[config.mk]
export PLATFORM = sky130hd
export DESIGN_NAME = el1nn_absacc
export DESIGN_NICKNAME = d
export VERILOG_FILES = /design/src/hw/rtl/el1nn_pkg.sv /design/src/hw/rtl/el1nn_absacc.sv
export SDC_FILE = /design/constraint.sdc
export NUM_CORES = 1
export LEC_CHECK = 0
export BUFFER_PORTS_ARGS = -buffer_cell sky130_fd_sc_hd__buf_2
export CAP_MARGIN = 20
export CORE_MARGIN = 2
export CORE_UTILIZATION = 37
export DETAILED_ROUTE_END_ITERATION = 8
export GPL_TIMING_DRIVEN = 0
export PLACE_DENSITY = 0.58
export SLEW_MARGIN = 30
export SYNTH_ARGS = -nofsm -noshare
export SYNTH_HDL_FRONTEND = slang
export SYNTH_SLANG_ARGS = --single-unit
[constraint.sdc]
create_clock -name i_clk -period 3.1 [get_ports i_clk]
set_clock_uncertainty 0.1 [all_clocks]
set_input_delay 0.155 -clock i_clk [delete_from_list [all_inputs] [get_ports i_clk]]
set_output_delay 0.155 -clock i_clk [all_outputs]
set_load 0.005 [all_outputs]
[src/hw/rtl/el1nn_pkg.sv]
// shared types and constants for the nearest neighbor core
// no dependencies
package el1nn_pkg;

    localparam int SLOT_W     = 10;
    localparam int DIM_IN_W   = 7;
    localparam int COORD_IN_W = 16;
    localparam int ID_W       = 24;
    localparam int DIST_W     = 23;
    localparam int PTS_W      = 11;
    localparam int DIMS_W     = 8;
    localparam int CFG_IDX_W  = 1;
    localparam int CFG_DATA_W = 11;

    localparam logic [DIST_W-1:0] DIST_MAX = '1;

    localparam logic KIND_LOAD  = 1'b0;
    localparam logic KIND_QUERY = 1'b1;

    localparam logic [CFG_IDX_W-1:0] CFG_POINTS = 1'b0;
    localparam logic [CFG_IDX_W-1:0] CFG_DIMS   = 1'b1;

    localparam logic [PTS_W-1:0]  POINTS_RST = 11'd0;
    localparam logic [DIMS_W-1:0] DIMS_RST   = 8'd128;

    typedef struct packed {
        logic                  we;
        logic [SLOT_W-1:0]     slot;
        logic [DIM_IN_W-1:0]   dim;
        logic [COORD_IN_W-1:0] coord;
        logic [ID_W-1:0]       id;
    } t_ref_wr;

    typedef struct packed {
        logic                  we;
        logic                  last;
        logic [DIM_IN_W-1:0]   dim;
        logic [COORD_IN_W-1:0] coord;
        logic [ID_W-1:0]       id;
    } t_qry_wr;

    typedef struct packed {
        logic vld;
        logic first;
        logic zero;
    } t_acc_ctl;

    typedef struct packed {
        logic [ID_W-1:0]   query_id;
        logic [ID_W-1:0]   nearest_id;
        logic [DIST_W-1:0] nearest_dist;
        logic              found;
    } t_result;

endpackage

[src/hw/rtl/el1nn_absacc.sv]
// shared absolute difference and accumulate unit, two register stages
// depends on el1nn_pkg
module el1nn_absacc #(
    parameter int MAX_DIMS   = 128,
    parameter int COORD_BITS = 16,
    localparam int CW    = (COORD_BITS < 16) ? COORD_BITS : 16,
    localparam int SUM_W = CW + $clog2(MAX_DIMS + 1)
) (
    input  logic                 i_clk,
    input  logic                 i_rst_n,
    input  el1nn_pkg::t_acc_ctl  i_ctl,
    input  logic [CW-1:0]        i_qry_coord,
    input  logic [CW-1:0]        i_ref_coord,
    output logic [SUM_W-1:0]     o_sum
);
    import el1nn_pkg::*;

    logic signed [CW:0] diff;
    logic [CW:0]        mag;
    logic [CW-1:0]      r_ad;
    t_acc_ctl           r_ctl;
    logic [SUM_W-1:0]   r_sum;

    assign diff = $signed({i_qry_coord[CW-1], i_qry_coord})
                - $signed({i_ref_coord[CW-1], i_ref_coord});
    assign mag  = diff[CW] ? (CW+1)'(-diff) : diff;

    always_ff @(posedge i_clk) begin
        if (!i_rst_n) begin
            r_ctl <= '0;
        end else begin
            r_ctl <= i_ctl;
        end
    end

    always_ff @(posedge i_clk) begin
        r_ad <= i_ctl.zero ? '0 : mag[CW-1:0];
        if (r_ctl.vld) begin
            r_sum <= (r_ctl.first ? '0 : r_sum) + SUM_W'(r_ad);
        end
    end

    assign o_sum = r_sum;

endmodule

# After elaboration in Yosys (flattened, before gate mapping)
# Cells that the tools add are included.
# op_classes
add_sub_neg	3
n_mux	2
# ops
operator	n
$add 24x16->24	1
$mux 24	1
$sub 16x16->17	1
$mux 16	1
$neg 16->16	1
# word_totals
regBits	42
out_inout_bits	24

# Logic depth before layout (Yosys ltp)
# logic_depth
ltp_word	3
depth_mapped	14

# Worst setup path before layout
# No wires, ideal clock.
# synth_timing
path_kind	flip-flop to flip-flop
start	register r_ctl[1] (netlist bit)
end	register r_sum[20] (netlist: o_sum[20]) (data pin)
setup_time_ns	0.260
t_arrival_ns	2.830
path_slack_ns	-0.090
stages_incl_launch_ff	14
n_path_buf	1
cell_sequence	dfxtp_1 clkbuf_1 nor2b_1 ha_1 fa_1 a21o_1 a21oi_1 o21bai_1 a21oi_1 o2bb2ai_1 o21ai_0 nand2_1 o21ai_0 mux2_2
# synth_via
elab_chain_cells	2
# synth_rtl
element	line_no	source
from (decl)	el1nn_absacc.sv:21	t_acc_ctl r_ctl;
from (signal assigned)	el1nn_absacc.sv:32	r_ctl <= i_ctl;
$mux 24	el1nn_absacc.sv:39	r_sum <= (r_ctl.first ? '0 : r_sum) + SUM_W'(r_ad);
$add 24x16->24	el1nn_absacc.sv:39	
to (signal assigned)	el1nn_absacc.sv:39	
to (decl)	el1nn_absacc.sv:22	logic [SUM_W-1:0] r_sum;
# Every way passes these cells.
# A chain may end at the register's enable or synchronous reset.

# Worst setup path after layout
# layout_timing
start	input port i_qry_coord[0]
end	register r_ad[15]
# layout_via
elab_chain_cells	3
# layout_rtl
element	line_no	source
from (decl)	el1nn_absacc.sv:12	input logic [CW-1:0] i_qry_coord,
$sub 16x16->17 (*)	el1nn_absacc.sv:25	- $signed({i_ref_coord[CW-1], i_ref_coord});
$neg 16->16	el1nn_absacc.sv:26	assign mag = diff[CW] ? (CW+1)'(-diff) : diff;
$mux 16 (*)	el1nn_absacc.sv:26	
to (signal assigned)	el1nn_absacc.sv:37	r_ad <= i_ctl.zero ? '0 : mag[CW-1:0];
to (decl)	el1nn_absacc.sv:20	logic [CW-1:0] r_ad;
# Mark *: on every way between the ends. The rest lies on a longest branch, timed or not.

==> results.cfg <==
[clock_network]
clock_latency_ns = 0.30
cts_made_buffers = 5
clkSinkCount = 42
cts_tree = built
cts-root-buf = clkbuf_8
cts-htree-levels = 2
clkTransAtPathRegs_ns = 0.07
cts_max_path_buffers = 2

[floorplanning]
start_util_pct = 37.8
core-area_um2 = 9150
fp-row-count = 35
die_width_um = 101
fp.dieH_um = 101
dieArea_um2 = 10200
io_pins = 61

[synthesis]
ys_async_sr_fraction_pct = 0
ys_types = 53
yosysWarnings = 0
ys_ff_latch = 42
synthCells = 396
synthFlopType = edfxtp_1
synth_nets = 468
synth_edf_count = 24
syn_area_um2 = 3460
ys_seq_area_share_pct = 31.2
syn_area_per_cell_um2 = 8.75

[global_route]
grt_pass1_vias = 2850
gr-usage-all-layers_pct = 14.8
grt_max_degree = 25
grt_pass1_wl_mm = 12.4
gr-total-overflow = 0
antenna_found_initial = 0

[placed_design]
numPortBuffers = 60
dp_hpwl_mm = 5.57
globalplace.congestion = 0.804
placedCellCount = 567

[power_and_ir_drop]
irDropWorstVdd_v = 0.000231
p_total_mw = 2.12
cellLeakagePower_nw = 1.88
power_density_nw_per_um2 = 494

[critical_path]
path_cells = buf_2 -> inv_2 -> ha_2 -> inv_2 -> fa_2 -> a21o_4 -> a221o_1 -> a31oi_4 -> xnor2_2 -> o221a_2 -> nand4_1 -> o31a_1 -> or3_1 -> a21oi_2
critPathMaxFanout = 3
arrival_ns = 3.09
critPathRequiredTime_ns = 3.22
path_buf_inv = 3
crit_path_top_delay_cell = fa_2
max_stage_delay_ns = 0.40
start_kind = primary input
crit_path_end_kind = register
crit_family = compound AO/OA/AOI/OAI gates
r2r_setup_slack_ns = 0.16
crit_type = primary input to register
crit_top_cell = inv_2

[routing]
met1_length_mm = 3.35
wl_per_cell_um = 12.2
initialDrtViolationCount = 115
ant_nets = 0
first_pass_iters = 4
wl_met3_um = 274
drt-total-wl_mm = 7.22
top_layer = met4
dr_total_vias = 3007
avgViaCountPerCell = 5.10
met2_length_mm = 3.51
drc = 0

[layout]
drive_gt1_share_pct = 25.1
area_growth_pct = 24.2
fin_cells = 590
antenna_cells = 0
num-nets-final = 550
final_util_pct = 47.0

[status]
status = finished clean

[hold_path]
hold_path.class = primary input to register

[sta]
period_share_pct = 95.7
period_minus_slack_ns = 2.97
drv_slew = 0
worst_pin_slew_ns = 0.678
max_freq_ghz = 0.337
hold_viol_final = 0
final-setup-viol-count = 0
finalSetupTns_ns = 0
max_slew_margin_pct = 54.3

[job]
drv_cap = 0
[synthesized netlist by cell type, drive strengths merged, types with 2 or more instances]
cell    number  area share [%]
a311oi       3            0.94
nand2       20             2.2
nand2b       7             1.3
a221oi       2            0.69
o21bai       5             1.1
clkbuf       4            0.43
o31ai        4            0.87
or4          3            0.65
a21o        11             2.6
nand3b       2            0.43
nand3       15             2.2
fa           2             1.2
xor2        13             3.3
o21ba        2            0.58
nor2        28             3.0
a31o         2            0.51
nor2b       22             4.0
o31a         2            0.51
nor4         2            0.54
o211ai       4            0.87
mux2         2            0.65
ha          33              12
a21oi       33             4.8
and3         7             1.3
o21ai       25             3.6
dfxtp       18              10
inv         33             3.6
o21a         2            0.43
a31oi        3            0.98
nor3         8             1.2
xnor2       25             6.3
edfxtp      24              21
a211oi       6             1.3
nand4        2            0.36
buf          5             1.1
or3          5            0.90
and2         5            0.90
[layer usage]
layer / global-route usage, % / up-vias
met5: 0 / -
li1: - / 1584
met2: 26.0 / 61
met1: 19.0 / 1356
met3: 1.94 / 6
met4: 3.79 / 0
[worst register-to-register path, stage by stage (launching register included)]
cell	delay, ns
dfxtp_4	0.37
clkbuf_8	0.16
nor2b_1	0.06
ha_1	0.20
fa_1	0.41
a21o_1	0.19
a21oi_2	0.18
o21bai_1	0.10
a21oi_2	0.21
o2bb2ai_4	0.18
o21ai_4	0.10
nand2_1	0.10
o21ai_1	0.09
mux2_2	0.27
[registers in the layout, indices dropped and copies added (netlist names)]
name and count:
r_ad 16, o_sum 24, r_ctl 2
[cell type report]
| type | instances | area, um^2 |
|---|---|---|
| repair buffers | 75 | 423 |
| inverters | 33 | 124 |
| clock buffers | 7 | 97.6 |
| clock inverters | 1 | 6.26 |
| fillers | 903 | 4850 |
| plain buffers | 9 | 71.3 |
| well taps | 111 | 139 |
| multi-input cells | 312 | 2350 |
| flip-flops and latches | 42 | 1090 |
[report_power, final]
part	switching, mW	internal (mW)
Sequential	0.0465	0.710
Clock	0.184	0.208
Combinational	0.512	0.464
Total	0.742	1.38
[stage by stage]
step	setup WS, ns	instance area (um^2)	hold slack [ns]
3_3_place_gp	-0.528	3910	0.262
2_1_floorplan	0.00946	3470	0.124
5_1_grt	-0.0106	4300	0.0302
4_1_cts	0.00604	4140	0.0398
6_report	0.132	4300	0.0338
3_5_place_dp	-0.542	3910	0.265
[cell families after synthesis]
group / synth area share [%]
muxes: 0.650
and+or+nand+nor: 19.1
xor gates and xnor gates: 9.61
AOI/OAI and AO/OA: 21.2
adders and majority gates: 13.1
buffers and inverters: 5.13
DFF: 31.2
[final timing paths]
| kind | startpoint | to | cells after the start |
|---|---|---|---|
| min reg2reg | r_ad[0] | o_sum[0] | 1 |
| max reg2reg | r_ctl[1] | o_sum[20] | 13 |
| max | i_qry_coord[0] | r_ad[15] | 14 |
| min | i_ctl[0] | r_ad[15] | 2 |
[cell usage in the layout (no fill, tap or decap), types with 4 or more instances in the layout]
master and count:
nand2b_1 6, nor2_1 28, dfxtp_1 16, clkbuf_8 6, nand3_1 15, a21o_1 9
o211ai_1 4, dlygate4sd3_1 4, inv_1 31, o21ai_0 21, buf_2 60, and2_1 5
ha_1 31, buf_4 12, xnor2_1 23, xor2_1 12, nor3_1 7, o21bai_1 5
nand2_1 20, or3_1 5, nor2b_1 21, a211oi_1 6, and3_1 7, edfxtp_1 24
a21oi_1 27, a21oi_2 6
[repair_timing]
item                                    CTS  global route
gates resized for setup                  15            23
gates cloned                              0             0
buffers inserted                          3             8
hold buffers                              4             0
endpoints found under the setup margin   20            24
pin swaps                                 6            18
endpoints found under the hold margin     2             0
Power figures use the tool's default switching activity.
