==> config.mk <==
export PLATFORM = sky130hd
export DESIGN_NAME = el1nn_seq
export DESIGN_NICKNAME = d
export VERILOG_FILES = /design/src/hw/rtl/el1nn_pkg.sv /design/src/hw/rtl/el1nn_seq.sv
export SDC_FILE = /design/constraint.sdc
export NUM_CORES = 2
export LEC_CHECK = 0
export ABC_AREA = 1
export BUFFER_PORTS_ARGS = -buffer_cell sky130_fd_sc_hd__buf_2
export CAP_MARGIN = 20
export CORE_MARGIN = 2
export CORE_UTILIZATION = 55
export DETAILED_ROUTE_END_ITERATION = 8
export PLACE_DENSITY_LB_ADDON = 0.25
export SYNTH_ARGS = -nofsm -noshare
export SYNTH_HDL_FRONTEND = slang
export SYNTH_SLANG_ARGS = --single-unit
==> constraint.sdc <==
create_clock -name i_clk -period 5.44 [get_ports i_clk]
set_input_delay 0.544 -clock i_clk [delete_from_list [all_inputs] [get_ports i_clk]]
set_output_delay 0.544 -clock i_clk [all_outputs]
set_load 0.05 [all_outputs]
==> src/hw/rtl/el1nn_pkg.sv <==
// shared types and constants for the nearest neighbor core
// no dependencies
package el1nn_pkg;

    localparam int SLOT_W     = 10;
    localparam int DIM_IN_W   = 7;
    localparam int COORD_IN_W = 16;
    localparam int ID_W       = 24;
    localparam int DIST_W     = 23;
    localparam int PTS_W      = 11;
    localparam int DIMS_W     = 8;
    localparam int CFG_IDX_W  = 1;
    localparam int CFG_DATA_W = 11;

    localparam logic [DIST_W-1:0] DIST_MAX = '1;

    localparam logic KIND_LOAD  = 1'b0;
    localparam logic KIND_QUERY = 1'b1;

    localparam logic [CFG_IDX_W-1:0] CFG_POINTS = 1'b0;
    localparam logic [CFG_IDX_W-1:0] CFG_DIMS   = 1'b1;

    localparam logic [PTS_W-1:0]  POINTS_RST = 11'd0;
    localparam logic [DIMS_W-1:0] DIMS_RST   = 8'd128;

    typedef struct packed {
        logic                  we;
        logic [SLOT_W-1:0]     slot;
        logic [DIM_IN_W-1:0]   dim;
        logic [COORD_IN_W-1:0] coord;
        logic [ID_W-1:0]       id;
    } t_ref_wr;

    typedef struct packed {
        logic                  we;
        logic                  last;
        logic [DIM_IN_W-1:0]   dim;
        logic [COORD_IN_W-1:0] coord;
        logic [ID_W-1:0]       id;
    } t_qry_wr;

    typedef struct packed {
        logic vld;
        logic first;
        logic zero;
    } t_acc_ctl;

    typedef struct packed {
        logic [ID_W-1:0]   query_id;
        logic [ID_W-1:0]   nearest_id;
        logic [DIST_W-1:0] nearest_dist;
        logic              found;
    } t_result;

endpackage

==> src/hw/rtl/el1nn_seq.sv <==
// search sequencer: query buffer, point and dim counters, running minimum
// depends on el1nn_pkg
module el1nn_seq #(
    parameter int MAX_POINTS = 1024,
    parameter int MAX_DIMS   = 128,
    parameter int COORD_BITS = 16,
    localparam int CW    = (COORD_BITS < 16) ? COORD_BITS : 16,
    localparam int PW    = (MAX_POINTS > 1) ? $clog2(MAX_POINTS) : 1,
    localparam int AW    = (MAX_POINTS * MAX_DIMS > 1) ? $clog2(MAX_POINTS * MAX_DIMS) : 1,
    localparam int SUM_W = CW + $clog2(MAX_DIMS + 1)
) (
    input  logic                          i_clk,
    input  logic                          i_rst_n,
    input  el1nn_pkg::t_qry_wr            i_qry,
    input  logic [el1nn_pkg::PTS_W-1:0]   i_points,
    input  logic [el1nn_pkg::DIMS_W-1:0]  i_dims,
    input  logic                          i_out_free,
    output logic                          o_busy,
    output logic [AW-1:0]                 o_coord_addr,
    output logic [PW-1:0]                 o_id_addr,
    input  logic [el1nn_pkg::ID_W-1:0]    i_id_rd,
    output logic [CW-1:0]                 o_qry_rd,
    output el1nn_pkg::t_acc_ctl           o_acc_ctl,
    input  logic [SUM_W-1:0]              i_sum,
    output logic                          o_res_vld,
    output el1nn_pkg::t_result            o_res
);
    import el1nn_pkg::*;

    localparam int DW    = (MAX_DIMS > 1) ? $clog2(MAX_DIMS) : 1;
    localparam int CMP_W = (SUM_W > DIST_W) ? SUM_W : DIST_W;

    localparam logic [1:0] S_IDLE  = 2'd0;
    localparam logic [1:0] S_RUN   = 2'd1;
    localparam logic [1:0] S_DRAIN = 2'd2;
    localparam logic [1:0] S_FIN   = 2'd3;

    typedef struct packed {
        logic vld;
        logic first;
        logic zero;
        logic last;
        logic fin;
    } t_tag;

    logic [1:0]       r_state, n_state;
    logic [CW-1:0]    r_qmem [MAX_DIMS];
    logic [CW-1:0]    r_qrd;
    logic [ID_W-1:0]  r_qtag;
    logic [PW-1:0]    r_p;
    logic [DW-1:0]    r_d;
    logic [AW-1:0]    r_base;
    t_tag             r_s1, r_s2, r_s3;
    logic [ID_W-1:0]  r_id2, r_id3;
    logic             r_found;
    logic [SUM_W-1:0] r_best;
    logic [ID_W-1:0]  r_bid;

    logic [PTS_W-1:0]  np;
    logic [DIMS_W-1:0] nd;
    logic              nd_zero, d_last, p_last, start, better;
    logic [CMP_W-1:0]  dist_ext;
    logic [DIST_W-1:0] dist_sat;
    t_tag              iss;

    assign np      = (32'(i_points) > MAX_POINTS) ? PTS_W'(MAX_POINTS) : i_points;
    assign nd      = (32'(i_dims) > MAX_DIMS) ? DIMS_W'(MAX_DIMS) : i_dims;
    assign nd_zero = (nd == '0);
    assign d_last  = nd_zero || ((32'(r_d) + 32'd1) == 32'(nd));
    assign p_last  = ((32'(r_p) + 32'd1) == 32'(np));
    assign start   = i_qry.we && i_qry.last && (r_state == S_IDLE);
    assign better  = !r_found || (i_sum <= r_best);

    assign iss.vld   = (r_state == S_RUN);
    assign iss.first = (r_d == '0);
    assign iss.zero  = nd_zero;
    assign iss.last  = d_last;
    assign iss.fin   = d_last && p_last;

    // query buffer and tag
    always_ff @(posedge i_clk) begin
        if (i_qry.we && (32'(i_qry.dim) < MAX_DIMS)) begin
            r_qmem[DW'(i_qry.dim)] <= i_qry.coord[CW-1:0];
        end
        r_qrd <= r_qmem[r_d];
    end

    always_ff @(posedge i_clk) begin
        if (!i_rst_n) begin
            r_qtag <= '0;
        end else if (i_qry.we) begin
            r_qtag <= i_qry.id;
        end
    end

    always_comb begin
        n_state = r_state;
        unique case (r_state)
            S_IDLE: begin
                if (start) begin
                    n_state = (np == '0) ? S_FIN : S_RUN;
                end
            end
            S_RUN: begin
                if (d_last && p_last) begin
                    n_state = S_DRAIN;
                end
            end
            S_DRAIN: begin
                if (r_s3.vld && r_s3.fin) begin
                    n_state = S_FIN;
                end
            end
            S_FIN: begin
                if (i_out_free) begin
                    n_state = S_IDLE;
                end
            end
            default: n_state = S_IDLE;
        endcase
    end

    always_ff @(posedge i_clk) begin
        if (!i_rst_n) begin
            r_state <= S_IDLE;
            r_s1    <= '0;
            r_s2    <= '0;
            r_s3    <= '0;
            r_found <= 1'b0;
        end else begin
            r_state <= n_state;
            r_s1    <= iss;
            r_s2    <= r_s1;
            r_s3    <= r_s2;
            if (start) begin
                r_found <= 1'b0;
            end else if (r_s3.vld && r_s3.last && better) begin
                r_found <= 1'b1;
            end
        end
    end

    // counters and carried ids
    always_ff @(posedge i_clk) begin
        if (start) begin
            r_p    <= '0;
            r_d    <= '0;
            r_base <= '0;
        end else if (r_state == S_RUN) begin
            if (d_last) begin
                r_d    <= '0;
                r_p    <= r_p + PW'(1);
                r_base <= r_base + AW'(MAX_DIMS);
            end else begin
                r_d <= r_d + DW'(1);
            end
        end
        r_id2 <= i_id_rd;
        r_id3 <= r_id2;
        if (r_s3.vld && r_s3.last && better) begin
            r_best <= i_sum;
            r_bid  <= r_id3;
        end
    end

    assign o_busy       = (r_state != S_IDLE);
    assign o_coord_addr = r_base + AW'(r_d);
    assign o_id_addr    = r_p;
    assign o_qry_rd     = r_qrd;

    assign o_acc_ctl.vld   = r_s1.vld;
    assign o_acc_ctl.first = r_s1.first;
    assign o_acc_ctl.zero  = r_s1.zero;

    assign dist_ext = CMP_W'(r_best);
    assign dist_sat = (dist_ext > CMP_W'(DIST_MAX)) ? DIST_MAX : dist_ext[DIST_W-1:0];

    assign o_res_vld          = (r_state == S_FIN) && i_out_free;
    assign o_res.query_id     = r_qtag;
    assign o_res.nearest_id   = r_found ? r_bid : '0;
    assign o_res.nearest_dist = r_found ? dist_sat : '0;
    assign o_res.found        = r_found;

endmodule

* Yosys cells after proc, flatten, opt, wreduce, memory -nomap -nowiden
Memories as Yosys holds them, arrays and structs flattened. A register that Yosys moved wholly into a read port is not among the register bits.
Cells that the tools add are included.
** Operators by class
- Add/subtract/negate cells :: 6
- Multiply operators :: 0
- Divide/modulo/power cells :: 0
- $lt $le $gt $ge :: 4
- Eq/ne operators :: 9
- Shift-type cells :: 0
- Multiplexer cells :: 14
- Bitwise logic cells :: 1
- Reduce and logical (&&, ||, !) cells :: 18
** Operator list (number)
- 23-bit two-way mux :: 2
- 24-bit by 23-bit > comparator with 1-bit output, second input constant :: 1
- 24-bit less-or-equal comparator :: 1
- 24-bit two-way mux :: 1
- 17-bit by 7-bit adder with 17-bit output :: 1
- 17-bit by 8-bit adder with 17-bit output, second input constant :: 1
- 10-bit by 1-bit adder with 11-bit output, second input constant :: 1
- 11-bit == test :: 1
- 11-bit > comparator, second input constant :: 1
- 11-bit zero test :: 1
- 11-bit two-way mux :: 1
- 10-bit by 1-bit adder with 10-bit output, second input constant :: 1
- 2-bit two-way mux :: 5
- 7-bit by 1-bit adder with 8-bit output, second input constant :: 1
- 8-bit == test :: 1
- 8-bit > comparator, second input constant :: 1
- 8-bit zero test :: 1
- 8-bit two-way mux :: 1
- 2-bit != test, second input constant :: 4
- 2-bit case mux with 4 select lines :: 1
- 7-bit by 1-bit adder with 7-bit output, second input constant :: 1
- 1-bit logical AND :: 7
- 7-bit zero test :: 1
- 7-bit two-way mux :: 1
- other kinds (11) :: 14
** Storage, ports and cells
- Flip-flop bits (word level) :: 168
- Bits in latches :: 0
- Memory bits (writable) :: 2048
- Bits in read-only memories :: 0
- Input bits :: 119
- Output and inout port bits :: 120
- Word-level logic and storage cells :: 74
- Memories kept :: 1
** Memories
- r_qmem :: depth 128, bits a word 16, rd ports 1, clocked after Yosys merged registers in 1, wr ports 1, RTL line el1nn_seq.sv:47 : logic [CW-1:0] r_qmem [MAX_DIMS];

* Logic depth before layout (Yosys ltp)
- Depth in word-level cells :: 7
- Depth in mapped cells :: 23
- Depth with buffers taken out :: 17

* Worst setup path after synthesis
No wires, ideal clock.
- Path type :: input-to-reg
- Start point :: input i_sum[17]
- End point :: register r_best[0], in the netlist dist_ext[0] (enable)
- Library setup time :: 469 ps
- Arrival :: 3836 ps
- Required time :: 4971 ps
- Slack :: 1134 ps
- Stages :: 10
- Path buffers :: 0
- Cell sequence :: ha_1 a21oi_1 o21ai_0 a21oi_1 nor2_1 nor2_1 o21ai_0 a21oi_1 nand2_1 a21oi_1
** On the way
- Cells in the longest elaborated chain, start to end :: 3
** RTL lines
- start, declared :: RTL line el1nn_seq.sv:24 : input logic [SUM_W-1:0] i_sum,
- 24-bit less-or-equal comparator :: RTL line el1nn_seq.sv:72 : assign better = !r_found || (i_sum <= r_best);
- 1-bit logical OR :: RTL line el1nn_seq.sv:72
- 1-bit logical AND :: RTL line el1nn_seq.sv:160 : if (r_s3.vld && r_s3.last && better) begin
- end signal, assigned :: RTL line el1nn_seq.sv:161 : r_best <= i_sum;
- end, declared :: RTL line el1nn_seq.sv:56 : logic [SUM_W-1:0] r_best;
Every way passes these cells.
A chain may end at the register's enable or synchronous reset.

==> run_summary.xml <==
<?xml version="1.0" encoding="UTF-8"?>
<metrics>
  <group name="die">
    <metric name="floorplan.die.width" unit="um">404</metric>
    <metric name="pin_count" unit="">239</metric>
    <metric name="floorplan.initialDensity" unit="%">55.4</metric>
    <metric name="die_height" unit="um">404</metric>
    <metric name="fp-row-count" unit="">146</metric>
    <metric name="dieArea" unit="um2">163000</metric>
    <metric name="fp.coreArea" unit="um2">159000</metric>
  </group>
  <group name="sta">
    <metric name="setup_violations" unit="">0</metric>
    <metric name="drv_slew" unit="">0</metric>
    <metric name="grt_setup_unrepaired" unit="">no</metric>
    <metric name="finalCritPeriodShare" unit="%">76.5</metric>
    <metric name="worst_hold_slack" unit="ps">107</metric>
    <metric name="fin_ws" unit="ps">1280</metric>
    <metric name="timing.setup.tns" unit="ps">0</metric>
    <metric name="timing_hold_violations_final" unit="">0</metric>
    <metric name="slew_headroom" unit="%">12.3</metric>
    <metric name="worstMarginPinSlew" unit="ps">1320</metric>
    <metric name="worst_clock_skew" unit="ps">49.3</metric>
    <metric name="fmax" unit="MHz">240</metric>
    <metric name="post-route-min-period" unit="ps">4160</metric>
  </group>
  <group name="clock_network">
    <metric name="clock_sinks" unit="">2225</metric>
    <metric name="cts.clk_slew.worst_paths" unit="ps">60</metric>
    <metric name="cts_buffer_depth" unit="">3</metric>
    <metric name="tritoncts_clock_tree" unit="">built</metric>
    <metric name="numCtsBuffers" unit="">217</metric>
    <metric name="clock_insertion_delay_worst_skew" unit="ps">860</metric>
    <metric name="htreeDepth" unit="">4</metric>
    <metric name="library_cell_used_as_clock_root_buffer" unit="">clkbuf_16</metric>
    <metric name="post-cts-setup-buffers" unit="">0</metric>
  </group>
  <group name="routing">
    <metric name="remaining_drc_errors" unit="">0</metric>
    <metric name="drt_iter0_drc" unit="">8321</metric>
    <metric name="average_wire_per_cell_in_the_routed_design" unit="um">26.1</metric>
    <metric name="ant_nets" unit="">0</metric>
    <metric name="drt_first_pass_iters" unit="">6</metric>
    <metric name="wl" unit="um">247000</metric>
    <metric name="dr_total_vias" unit="">59200</metric>
    <metric name="vias_per_cell" unit="">6.25</metric>
  </group>
  <group name="worst_setup_path">
    <metric name="critPathCaptureType" unit="">flip-flop</metric>
    <metric name="worstRegToRegCells" unit="">10</metric>
    <metric name="setup.worst_path.class" unit="">reg2reg</metric>
    <metric name="critical_path.reg2reg.startpoint" unit="">r_d[0]</metric>
    <metric name="worst-r2r-setup-slack" unit="ps">1280</metric>
    <metric name="crit_path_max_fanout" unit="">72</metric>
    <metric name="timing.rr.end" unit="">o_qry_rd[15]</metric>
    <metric name="timing.critical_path.to" unit="">o_qry_rd[15]</metric>
    <metric name="critPathRequiredTime" unit="ps">6190</metric>
    <metric name="crit_path_start_kind" unit="">flip-flop</metric>
    <metric name="crit_start" unit="">r_d[0]</metric>
    <metric name="timing.critical_path.arrival" unit="ps">4910</metric>
  </group>
  <group name="final_layout">
    <metric name="post-route-util" unit="%">62.4</metric>
    <metric name="n_fill_cell" unit="">11600</metric>
    <metric name="drive_above_1_share" unit="%">10.7</metric>
    <metric name="nets" unit="">7352</metric>
    <metric name="layout_area_growth_over_synthesis" unit="%">12.7</metric>
  </group>
  <group name="yosys">
    <metric name="netlist_area" unit="um2">87800</metric>
    <metric name="post_synth_edffs" unit="">2096</metric>
    <metric name="synth_cells" unit="">6934</metric>
    <metric name="yosysUniqueCellTypes" unit="">41</metric>
    <metric name="synthesis.yosys.warnings" unit="">0</metric>
    <metric name="synth.top_cells.by_area" unit="">edfxtp_1 (72%), o21ai_0 (6.1%), nor2_1 (5.6%)</metric>
    <metric name="yosys_register_bits" unit="">2225</metric>
    <metric name="synth_largest_type_area_fraction" unit="%">71.7</metric>
    <metric name="synthesis.area_per_instance" unit="um2">12.7</metric>
    <metric name="synth-main-ff-cell" unit="">edfxtp_1</metric>
    <metric name="mappedNetlistNets" unit="">7085</metric>
    <metric name="ys_async_sr_fraction" unit="%">0</metric>
    <metric name="post_synthesis_cell_type_with_the_largest_combined_area" unit="">edfxtp_1</metric>
    <metric name="portion_of_the_post_synthesis_area_used_by_sequential_elements" unit="%">74.6</metric>
  </group>
  <group name="placed_design">
    <metric name="dp_hpwl" unit="um">134000</metric>
    <metric name="dpl_worst_slack" unit="ps">1430</metric>
    <metric name="io_port_bufs" unit="">238</metric>
    <metric name="gp_routability_congestion" unit="">0.877</metric>
  </group>
  <group name="power_and_ir_drop">
    <metric name="power.static_leakage" unit="nW">33.4</metric>
    <metric name="irDropWorstVdd" unit="uV">484</metric>
    <metric name="powerDensity" unit="nW/um2">485</metric>
    <metric name="power" unit="mW">48.0</metric>
  </group>
  <group name="worst_hold_path">
    <metric name="hp-class" unit="">in2reg</metric>
  </group>
  <group name="job">
    <metric name="max_cap_violations" unit="">0</metric>
  </group>
  <group name="grt">
    <metric name="grt-ovfl-total" unit="">0</metric>
    <metric name="grt_start_max_net_pins" unit="">240</metric>
    <metric name="number_of_global_route_vias_before_repair" unit="">55900</metric>
    <metric name="grtUsageTotal" unit="%">29.8</metric>
    <metric name="grt_first_pass_wirelength" unit="um">361000</metric>
    <metric name="antenna_found_initial" unit="">13</metric>
  </group>
  <group name="outcome">
    <metric name="status" unit="">finished, final reports clean</metric>
  </group>
</metrics>
critical path, stage by stage, from the launching register on:
cell	delay [ps]
dfxtp_4	940
buf_4	530
buf_4	670
o21ai_0	200
o221ai_1	270
nand3_1	130
nand2_1	100
nand2_1	60
o2111ai_1	310
nand3_1	510
o21ai_1	240
sequential cells by signal (all words and copies together) (netlist names):
| name | cells |
|---|---|
| r_qmem | 2048 |
| dist_ext | 24 |
| r_bid | 24 |
| r_id2 | 24 |
| r_id3 | 24 |
| r_qtag | 24 |
| o_qry_rd | 16 |
| o_id_addr | 10 |
| r_base | 10 |
| r_d | 7 |
| o_acc_ctl | 3 |
| r_s2 | 3 |
| r_s3 | 3 |
| r_s1 | 2 |
| r_state | 2 |
| r_found | 1 |
final cells by class:
class                   instances  area (um2)  area share (%)
diodes                          4        10.0          0.0101
clock buffers                 279        5860            5.92
clock inverters               130        1080            1.09
inverters                     137         539           0.545
multi-input cells            4089       19500            19.7
flip-flops and latches       2225       65500            66.2
well taps                    2072        2590            2.62
repair buffers                531        3890            3.93
cell usage after synthesis, types with 2 or more instances:
master and number:
a211oi_1 4, xnor2_1 2, dfxtp_1 129, clkbuf_2 3
edfxtp_1 2096, buf_1 36, inv_2 7, nand2_1 572
nand3b_1 4, o2111ai_1 5, buf_2 134, o21ai_1 57
nand4_1 9, o221ai_1 84, nor2_2 2, inv_1 129
a31oi_1 7, nand3_1 331, a21oi_1 93, o21ai_0 1062
or2_2 2, o22ai_1 423, o211ai_1 45, clkbuf_1 242
o21bai_1 5, buf_6 26, nand2_2 2, nor2_1 1299
xor2_1 6, a221oi_1 2, ha_1 32, buf_4 42
nor3_1 34
cell families (layout without fill, tap and decap cells):
family / after synthesis / in the layout / share of synthesized area (%)
adder cells (fa/ha/maj): 32 / 32 / 0.456
buffers and inverters: 620 / 1077 / 3.25
flip-flops: 2225 / 2225 / 74.6
other: 0 / 4 / 0
AO/OA/AOI/OAI: 1789 / 1789 / 11.4
AND/OR/NAND/NOR: 2260 / 2260 / 10.3
XOR/XNOR: 8 / 8 / 0.0798
stage by stage:
| step | instance area (um2) | cells |
|---|---|---|
| after floorplan | 87800 | 6934 |
| after detailed placement | 91300 | 8981 |
| after global routing | 99000 | 9467 |
| after CTS | 99000 | 9462 |
| final | 99000 | 9467 |
| after global placement | 91300 | 8981 |
report_power, final:
group	leakage, nW	total (mW)	switching, mW	internal, mW
registers	19.9	19.3	0.344	18.9
clock network	3.40	14.7	6.40	8.25
logic	10.1	14.1	10.3	3.80
total	33.4	48.0	17.1	31.0
metal layers:
metal / up-vias / global-route usage (%) / wire length [um]
li1: 26000 / - / -
met1: 29100 / 41.5 / 95300
met2: 3504 / 45.9 / 113000
met3: 546 / 5.77 / 27200
met4: 12 / 13.1 / 10900
met5: - / 0 / 86
cells in the final DEF, fill, tap and decap left out, drive strengths merged, types with 7 or more instances in the layout:
master       netlist  routed
a31oi              7       7
edfxtp          2096    2096
o21ai           1119    1119
clkinv             1     110
nand2            574     574
clkbuf           245     279
o211ai            45      45
ha                32      32
nor3              34      34
o221ai            84      84
bufinv             0      14
o22ai            423     423
nor2            1301    1301
dfxtp            129     129
dlygate4sd3        0      72
nand4              9       9
a21oi             93      93
nand3            332     332
buf              238     459
inv              136     140
worst min path at each step:
stage / start / to / slack [ps] / cells after the start
6_report: i_qry[27] / r_qmem[50][3] / 110 / 1
5_1_grt: i_qry[27] / r_qmem[51][3] / 90 / 1
4_1_cts: i_dims[6] / o_acc_ctl[0] / 60 / 4
3_5_place_dp: r_id2[10] / r_id3[10] / 310 / 0
3_3_place_gp: r_id2[11] / r_id3[11] / 310 / 0
2_1_floorplan: r_id2[0] / r_id3[0] / 310 / 0
repair_timing:
action / CTS / global route
hold buffers: 72 / 0
hold endpoints to repair: 72 / 0
resized for setup: 0 / 0
No activity file was read; power rests on OpenSTA's default activity.
